===== src/sv/tocs_pkg.sv =====
// ----------------------------------------------------------------------------
// tocs_pkg
// types and constants shared by the cost selector modules
// ----------------------------------------------------------------------------
package tocs_pkg;
    localparam int REGION_PAGES = 512;
    localparam int MAX_ORDER    = 9;
    localparam int NWORDS       = REGION_PAGES / 64;
    localparam int WIDX_W       = $clog2(NWORDS);
    localparam int PAGE_W       = $clog2(REGION_PAGES);
    localparam int ORD_W        = 4;
    localparam int NORD         = MAX_ORDER + 1;
    localparam int CFG_W        = 32;
    localparam int CFG_IDX_W    = 2;
    localparam int DIV_W        = 64;
    localparam int CNT_W        = $clog2(REGION_PAGES + 1);
    localparam logic [63:0] BYTE_NUM = 64'd4096000000000;
    localparam logic [9:0]  PERMILLE = 10'd1000;

    localparam logic [CFG_IDX_W-1:0] REG_FIXED = 2'd0;
    localparam logic [CFG_IDX_W-1:0] REG_BW    = 2'd1;
    localparam logic [CFG_IDX_W-1:0] REG_MINF  = 2'd2;
    localparam logic [CFG_IDX_W-1:0] REG_HYST  = 2'd3;

    localparam logic OP_LOAD  = 1'b0;
    localparam logic OP_QUERY = 1'b1;

    typedef enum logic [3:0] {
        S_IDLE, S_BC_START, S_BC_WAIT, S_ORD, S_CNT, S_FRAC,
        S_C_START, S_C_WAIT, S_CMP, S_DONE, S_OUT
    } state_t;

    typedef struct packed {
        logic            start;
        logic [DIV_W-1:0] num;
        logic [DIV_W-1:0] den;
    } div_req_t;

    typedef struct packed {
        logic            busy;
        logic            done;
        logic [DIV_W-1:0] quo;
    } div_rsp_t;
endpackage


===== src/sv/tocs_divider.sv =====
// ----------------------------------------------------------------------------
// tocs_divider
// restoring 64-bit divider, one quotient bit per cycle
// ----------------------------------------------------------------------------
module tocs_divider (
    input  logic               clk,
    input  logic               rst_n,
    input  tocs_pkg::div_req_t req,
    output tocs_pkg::div_rsp_t rsp
);
    import tocs_pkg::*;

    logic [DIV_W-1:0] rem_reg, rem_next;
    logic [DIV_W-1:0] quo_reg, quo_next;
    logic [DIV_W-1:0] den_reg, den_next;
    logic [6:0]       cnt_reg, cnt_next;
    logic             busy_reg, busy_next;
    logic             done_reg, done_next;
    logic [DIV_W:0]   trial;
    logic [DIV_W:0]   shifted;

    always_ff @(posedge clk or negedge rst_n)
    begin
        if (!rst_n)
        begin
            busy_reg <= 1'b0;
            done_reg <= 1'b0;
            cnt_reg  <= '0;
        end
        else
        begin
            busy_reg <= busy_next;
            done_reg <= done_next;
            cnt_reg  <= cnt_next;
        end
    end

    always_ff @(posedge clk)
    begin
        rem_reg <= rem_next;
        quo_reg <= quo_next;
        den_reg <= den_next;
    end

    always_comb
    begin
        rem_next  = rem_reg;
        quo_next  = quo_reg;
        den_next  = den_reg;
        cnt_next  = cnt_reg;
        busy_next = busy_reg;
        done_next = 1'b0;
        shifted   = {rem_reg, quo_reg[DIV_W-1]};
        trial     = shifted - {1'b0, den_reg};
        if (req.start)
        begin
            rem_next  = '0;
            quo_next  = req.num;
            den_next  = req.den;
            cnt_next  = 7'(DIV_W);
            busy_next = 1'b1;
        end
        else if (busy_reg)
        begin
            // quotient bits shift in where dividend bits leave
            if (!trial[DIV_W])
                rem_next = trial[DIV_W-1:0];
            else
                rem_next = shifted[DIV_W-1:0];
            quo_next = {quo_reg[DIV_W-2:0], ~trial[DIV_W]};
            cnt_next = cnt_reg - 7'd1;
            if (cnt_reg == 7'd1)
            begin
                busy_next = 1'b0;
                done_next = 1'b1;
            end
        end
    end

    assign rsp.busy = busy_reg;
    assign rsp.done = done_reg;
    assign rsp.quo  = quo_reg;
endmodule


===== config.mk =====
export PLATFORM = sky130hd
export DESIGN_NAME = tocs_divider
export DESIGN_NICKNAME = d
export VERILOG_FILES = /design/src/sv/tocs_pkg.sv /design/src/sv/tocs_divider.sv
export SDC_FILE = /design/constraint.sdc
export NUM_CORES = 1
export LEC_CHECK = 0
export BUFFER_PORTS_ARGS = -buffer_cell sky130_fd_sc_hd__buf_2
export CORE_ASPECT_RATIO = 1.25
export CORE_MARGIN = 2
export CORE_UTILIZATION = 40
export CTS_BUF_LIST = sky130_fd_sc_hd__clkbuf_8
export CTS_CLUSTER_DIAMETER = 30
export DETAILED_ROUTE_END_ITERATION = 10
export HOLD_SLACK_MARGIN = 0.03
export SLEW_MARGIN = 40
export SYNTH_ARGS = -nofsm -noshare
export SYNTH_HDL_FRONTEND = slang
export SYNTH_SLANG_ARGS = --single-unit

===== constraint.sdc =====
create_clock -name clk -period 4 [get_ports clk]
set_clock_uncertainty 0.15 [all_clocks]
set_input_delay 0.4 -clock clk [delete_from_list [all_inputs] [get_ports clk]]
set_output_delay 0.4 -clock clk [all_outputs]
set_load 0.1 [all_outputs]

# Word level (Yosys, flattened, before mapping)
# Cells that the tools add are included.
word_totals:
  register_bits: 201
  latchBits: 0
  mem_bits_rw: 0
  romBits: 0
  n_memories: 0
classes:
  addsub: 2
  multipliers: 0
  n_div: 0
  magnitude_cmp: 0
  eq_ne: 1
  shift: 0
  n_mux: 11
  n_bitwise: 1
  reduce_logical: 1
ops:
  columns: ["cell", "n"]
  rows:
  - ["64-bit two-way mux", 3]
  - ["65-bit by 64-bit subtractor with 65-bit output", 1]
  - ["7-bit two-way mux", 2]
  - ["7-bit by 1-bit equality test with 1-bit output, second input constant", 1]
  - ["7-bit by 1-bit subtractor with 7-bit output, second input constant", 1]
  - ["1-bit two-way mux", 6]
  - ["2-bit nonzero test", 1]
  - ["1-bit inverter", 1]

# Depth between registers and ports, before layout
logic_depth:
  word_depth: 4
  ltp_mapped: 15
  depth_no_buf: 13

# Worst setup path after synthesis
# Ideal clock, no wire load.
synth_path:
  path_type: "reg2reg"
  start: "register quo_reg[63]"
  end: "register rem_reg[35]"
  t_arrival_ps: 3524
  required_time_ps: 3759
  path_slack_ps: 235
  path_stages_with_launch: 16
  path_cell_list: "edfxtp_1 > inv_1 > ha_1 > fa_1 > nand2b_1 > a21oi_1 > o211ai_1 > nand3_1 > a211o_1 > and3_1 > nor3_2 > nor2_2 > buf_4 > buf_6 > nand2_1 > a311oi_1"
synth_via:
  elab_chain_cells: 2
synth_lines:
  columns: ["element", "line_no", "rtl"]
  rows:
  - ["start, declared", "tocs_divider.sv:14", "logic [DIV_W-1:0] quo_reg, quo_next;"]
  - ["start signal, assigned", "tocs_divider.sv:41", "quo_reg <= quo_next;"]
  - ["65-bit by 64-bit subtractor with 65-bit output", "tocs_divider.sv:54", "trial = shifted - {1'b0, den_reg};"]
  - ["64-bit two-way mux", "tocs_divider.sv:66", "if (!trial[DIV_W])"]
  - ["end signal, assigned", "tocs_divider.sv:40", "rem_reg <= rem_next;"]
  - ["end, declared", "tocs_divider.sv:13", "logic [DIV_W-1:0] rem_reg, rem_next;"]
# Every way passes these cells.
# A chain may end at the register's enable or synchronous reset.

# Final worst setup path
layout_path:
  start: "register den_reg[1]"
  end: "register rem_reg[59]"
layout_via:
  elab_chain_cells: 2
layout_lines:
  columns: ["element", "line_no", "rtl"]
  rows:
  - ["start, declared", "tocs_divider.sv:15", "logic [DIV_W-1:0] den_reg, den_next;"]
  - ["start signal, assigned", "tocs_divider.sv:42", "den_reg <= den_next;"]
  - ["65-bit by 64-bit subtractor with 65-bit output", "tocs_divider.sv:54", null]
  - ["64-bit two-way mux", "tocs_divider.sv:66", null]
# Every way passes these cells.

==> results.ini <==
[yosys]
synth_warnings=0
synth_edf_count=128
synth_cells=1212
synth.distinct_cells=67
seq_area_frac_synth_pct=45.5
postSynthAreaPerCell_um2=9.69
synth-seq-cells=201
synthesis.area_um2=11700
synthArstFlopShare_pct=4.48
synth_flop_cell=edfxtp_1
syn-num-nets=1410

[layout]
drive_above_1_share_pct=24.1
fin_nets=1748
layout_commonest_cell=buf_2
synthToLayoutAreaGrowth_pct=32.1
final_area_um2=15500
diodes=0
final_util_pct=53.4
final_cell_mix=buf_2, nand2_1, edfxtp_1, dlygate4sd3_1, nor2_1
final_cells=1984

[routing]
drc=0
detail_route.wl_per_cell_um=16.7
wl_um=33200
drtIter0Drc=543
ant_nets=0
vias_per_cell=5.24
vias=10400
first_pass_iters=5

[pwr]
peakVddDrop_mv=0.394
p_leak_nw=6.76
p_per_area_nw_per_um2=660

[critical_path]
critical_path_class=reg2reg
cp-end-kind=flop
start_kind=flop
required_ns=4.31
r2r-end=rem_reg[59]$_SDFFE_PP0P_
crit_slowest_cell=o311ai_0
slowest_delay_ns=0.46
r2r_setup_slack_ns=0.34
crit_fanout=4
r2r_start=den_reg[1]$_DFFE_PP_
r2r_cells=14
worstPathArrival_ns=3.96
crit_chain=inv_1, ha_1, nor2b_1, o31a_1, o311ai_0, buf_4, a2111oi_0, buf_4, o21ai_0, nand2_1, o21ai_0, nand3b_1, a211oi_1, a2111oi_0

[global_route]
antenna_found_initial=0
grt.overflow.total=0
grt_max_degree=71
grt_use_total_pct=21.6
grt_pass1_wl_um=53700
grt_pass1_vias=11000

[floorplan]
initial_core_util_pct=40.4
die_h_um=196
rows=70
core_um2=29100
ios=197
dieWidth_um=157
dieArea_um2=30800

[timing]
setup_viol=0
min_period_ns=3.66
post-route-period-util_pct=91.4
slew_viol_final=0
tns_ns=0
hold_violations=0
worst_slew_pin_slew_ns=0.734
max_freq_ghz=0.274
rsz0062_at_grt=false
setup_slack_ns=0.344
slew_headroom_pct=51.0

[outcome]
status=completed

[clock_network]
clk_latency_ns=0.58
htree_levels=2
cts_tree=done
cts_root_buf=clkbuf_8
post_cts_buffers=0
cts-buffers-inserted=46
path_clk_slew_ns=0.06
cts_buffer_depth=3
cts_num_sinks=201

[place]
dp_hpwl_um=22300
dp_cells=1769
placed_cell_area_um2=13200
place_congestion=0.921
detailedPlace.worstSlack_ns=0.256
portBuffers=196

[worst_hold_path]
hold_path_class=in2async

[job]
maxCapViolCount=0

-- worst max-delay path: cells and delay by family, from the launching register on --
family                     cells  cell delay [ns]
buffers and inverters          3             0.48
AOI/OAI and AO/OA              7             1.87
DFF                            1             0.42
and+or+nand+nor                3             0.43
adders and majority gates      1             0.21
-- power breakdown --
part	internal [mW]	switching (mW)	total, mW
clock	1.42	1.07	2.49
sequential	2.67	0.322	2.99
combinational	1.73	3.03	4.76
-- worst max-delay path by stage --
stage | from | endpoint
after floorplan | quo_reg[63]$_DFFE_PP_ | rem_reg[35]$_SDFFE_PP0P_
after CTS | quo_reg[63]$_DFFE_PP_ | rem_reg[1]$_SDFFE_PP0P_
after global routing | quo_reg[63]$_DFFE_PP_ | rem_reg[7]$_SDFFE_PP0P_
final | den_reg[1]$_DFFE_PP_ | rem_reg[59]$_SDFFE_PP0P_
after detailed placement | den_reg[5]$_DFFE_PP_ | rem_reg[1]$_SDFFE_PP0P_
after global placement | den_reg[1]$_DFFE_PP_ | rem_reg[59]$_SDFFE_PP0P_
-- final cells by class --
cell class                 count  area [um2]
fill                        2702       13600
clock inverter                34         285
inverter                      88         330
tap                          396         495
sequential                   201        5350
multi-input combinational    857        5800
clock buffer                  52         716
timing repair buffer         356        2540
-- synth_stat cells, drive strengths merged (3+ instances only) --
master     n  share of area (%)
nand2    144                4.6
edfxtp   128                 33
nor2      96                3.1
inv       88                2.8
a21oi     77                3.3
o21ai     70                3.0
ha        66                7.0
dfxtp     64                 11
mux2      63                6.0
clkbuf    54                1.7
a311oi    39                2.9
xnor2     31                2.3
a21o      28                1.8
nand3     26                1.1
xor2      24                1.8
nand4     17               0.91
nor3      13               0.60
buf       12               0.67
mux2i     12                1.0
nand2b    12               0.64
o211ai    12               0.77
a31oi     10               0.53
and3       9               0.48
dfrtp      9                1.9
nor4       9               0.48
o21bai     9               0.58
a211oi     7               0.45
a32oi      7               0.52
or3        7               0.37
o21a       6               0.38
a211o      5               0.37
o31a       5               0.37
a2111oi    4               0.35
and2       4               0.21
nand3b     4               0.26
nor2b      4               0.21
a21boi     3               0.19
a41oi      3               0.22
nand4b     3               0.22
o211a      3               0.26
o31ai      3               0.19
-- logic make-up (layout without fill, tap and decap cells) --
kind of cell,after synthesis,after routing,share of synthesized area [%]
xor+xnor,55,55,4.10
mux,75,75,7.06
flops,201,201,45.5
simple gates,355,355,13.7
buf+inv,154,530,5.21
fa+ha+maj,67,67,7.20
compound gates,305,305,17.2
-- metal layers --
layer	part of all wire [%]	track usage [%]	vias up
met3	5.7	4.97	82
met4	3.1	8.32	0
li1	-	-	5109
met5	0	0	-
met2	50	38.2	319
met1	41	25.1	4884
-- through the flow --
stage | power (mW) | hold WS, ns
finish | 10.2 | 0.0626
global route | 10.9 | 0.0820
CTS | 10.3 | 0.0339
detailed placement | 7.62 | 0.114
global placement | 7.59 | 0.111
floorplan | 6.51 | -0.0456
-- what timing repair did --
action                     4_1_cts  5_1_grt
hold buffers                   128        0
gates resized for setup          0        3
hold endpoints to repair       136        0
setup endpoints to repair        0        2
No activity file was read; power rests on OpenSTA's default activity.
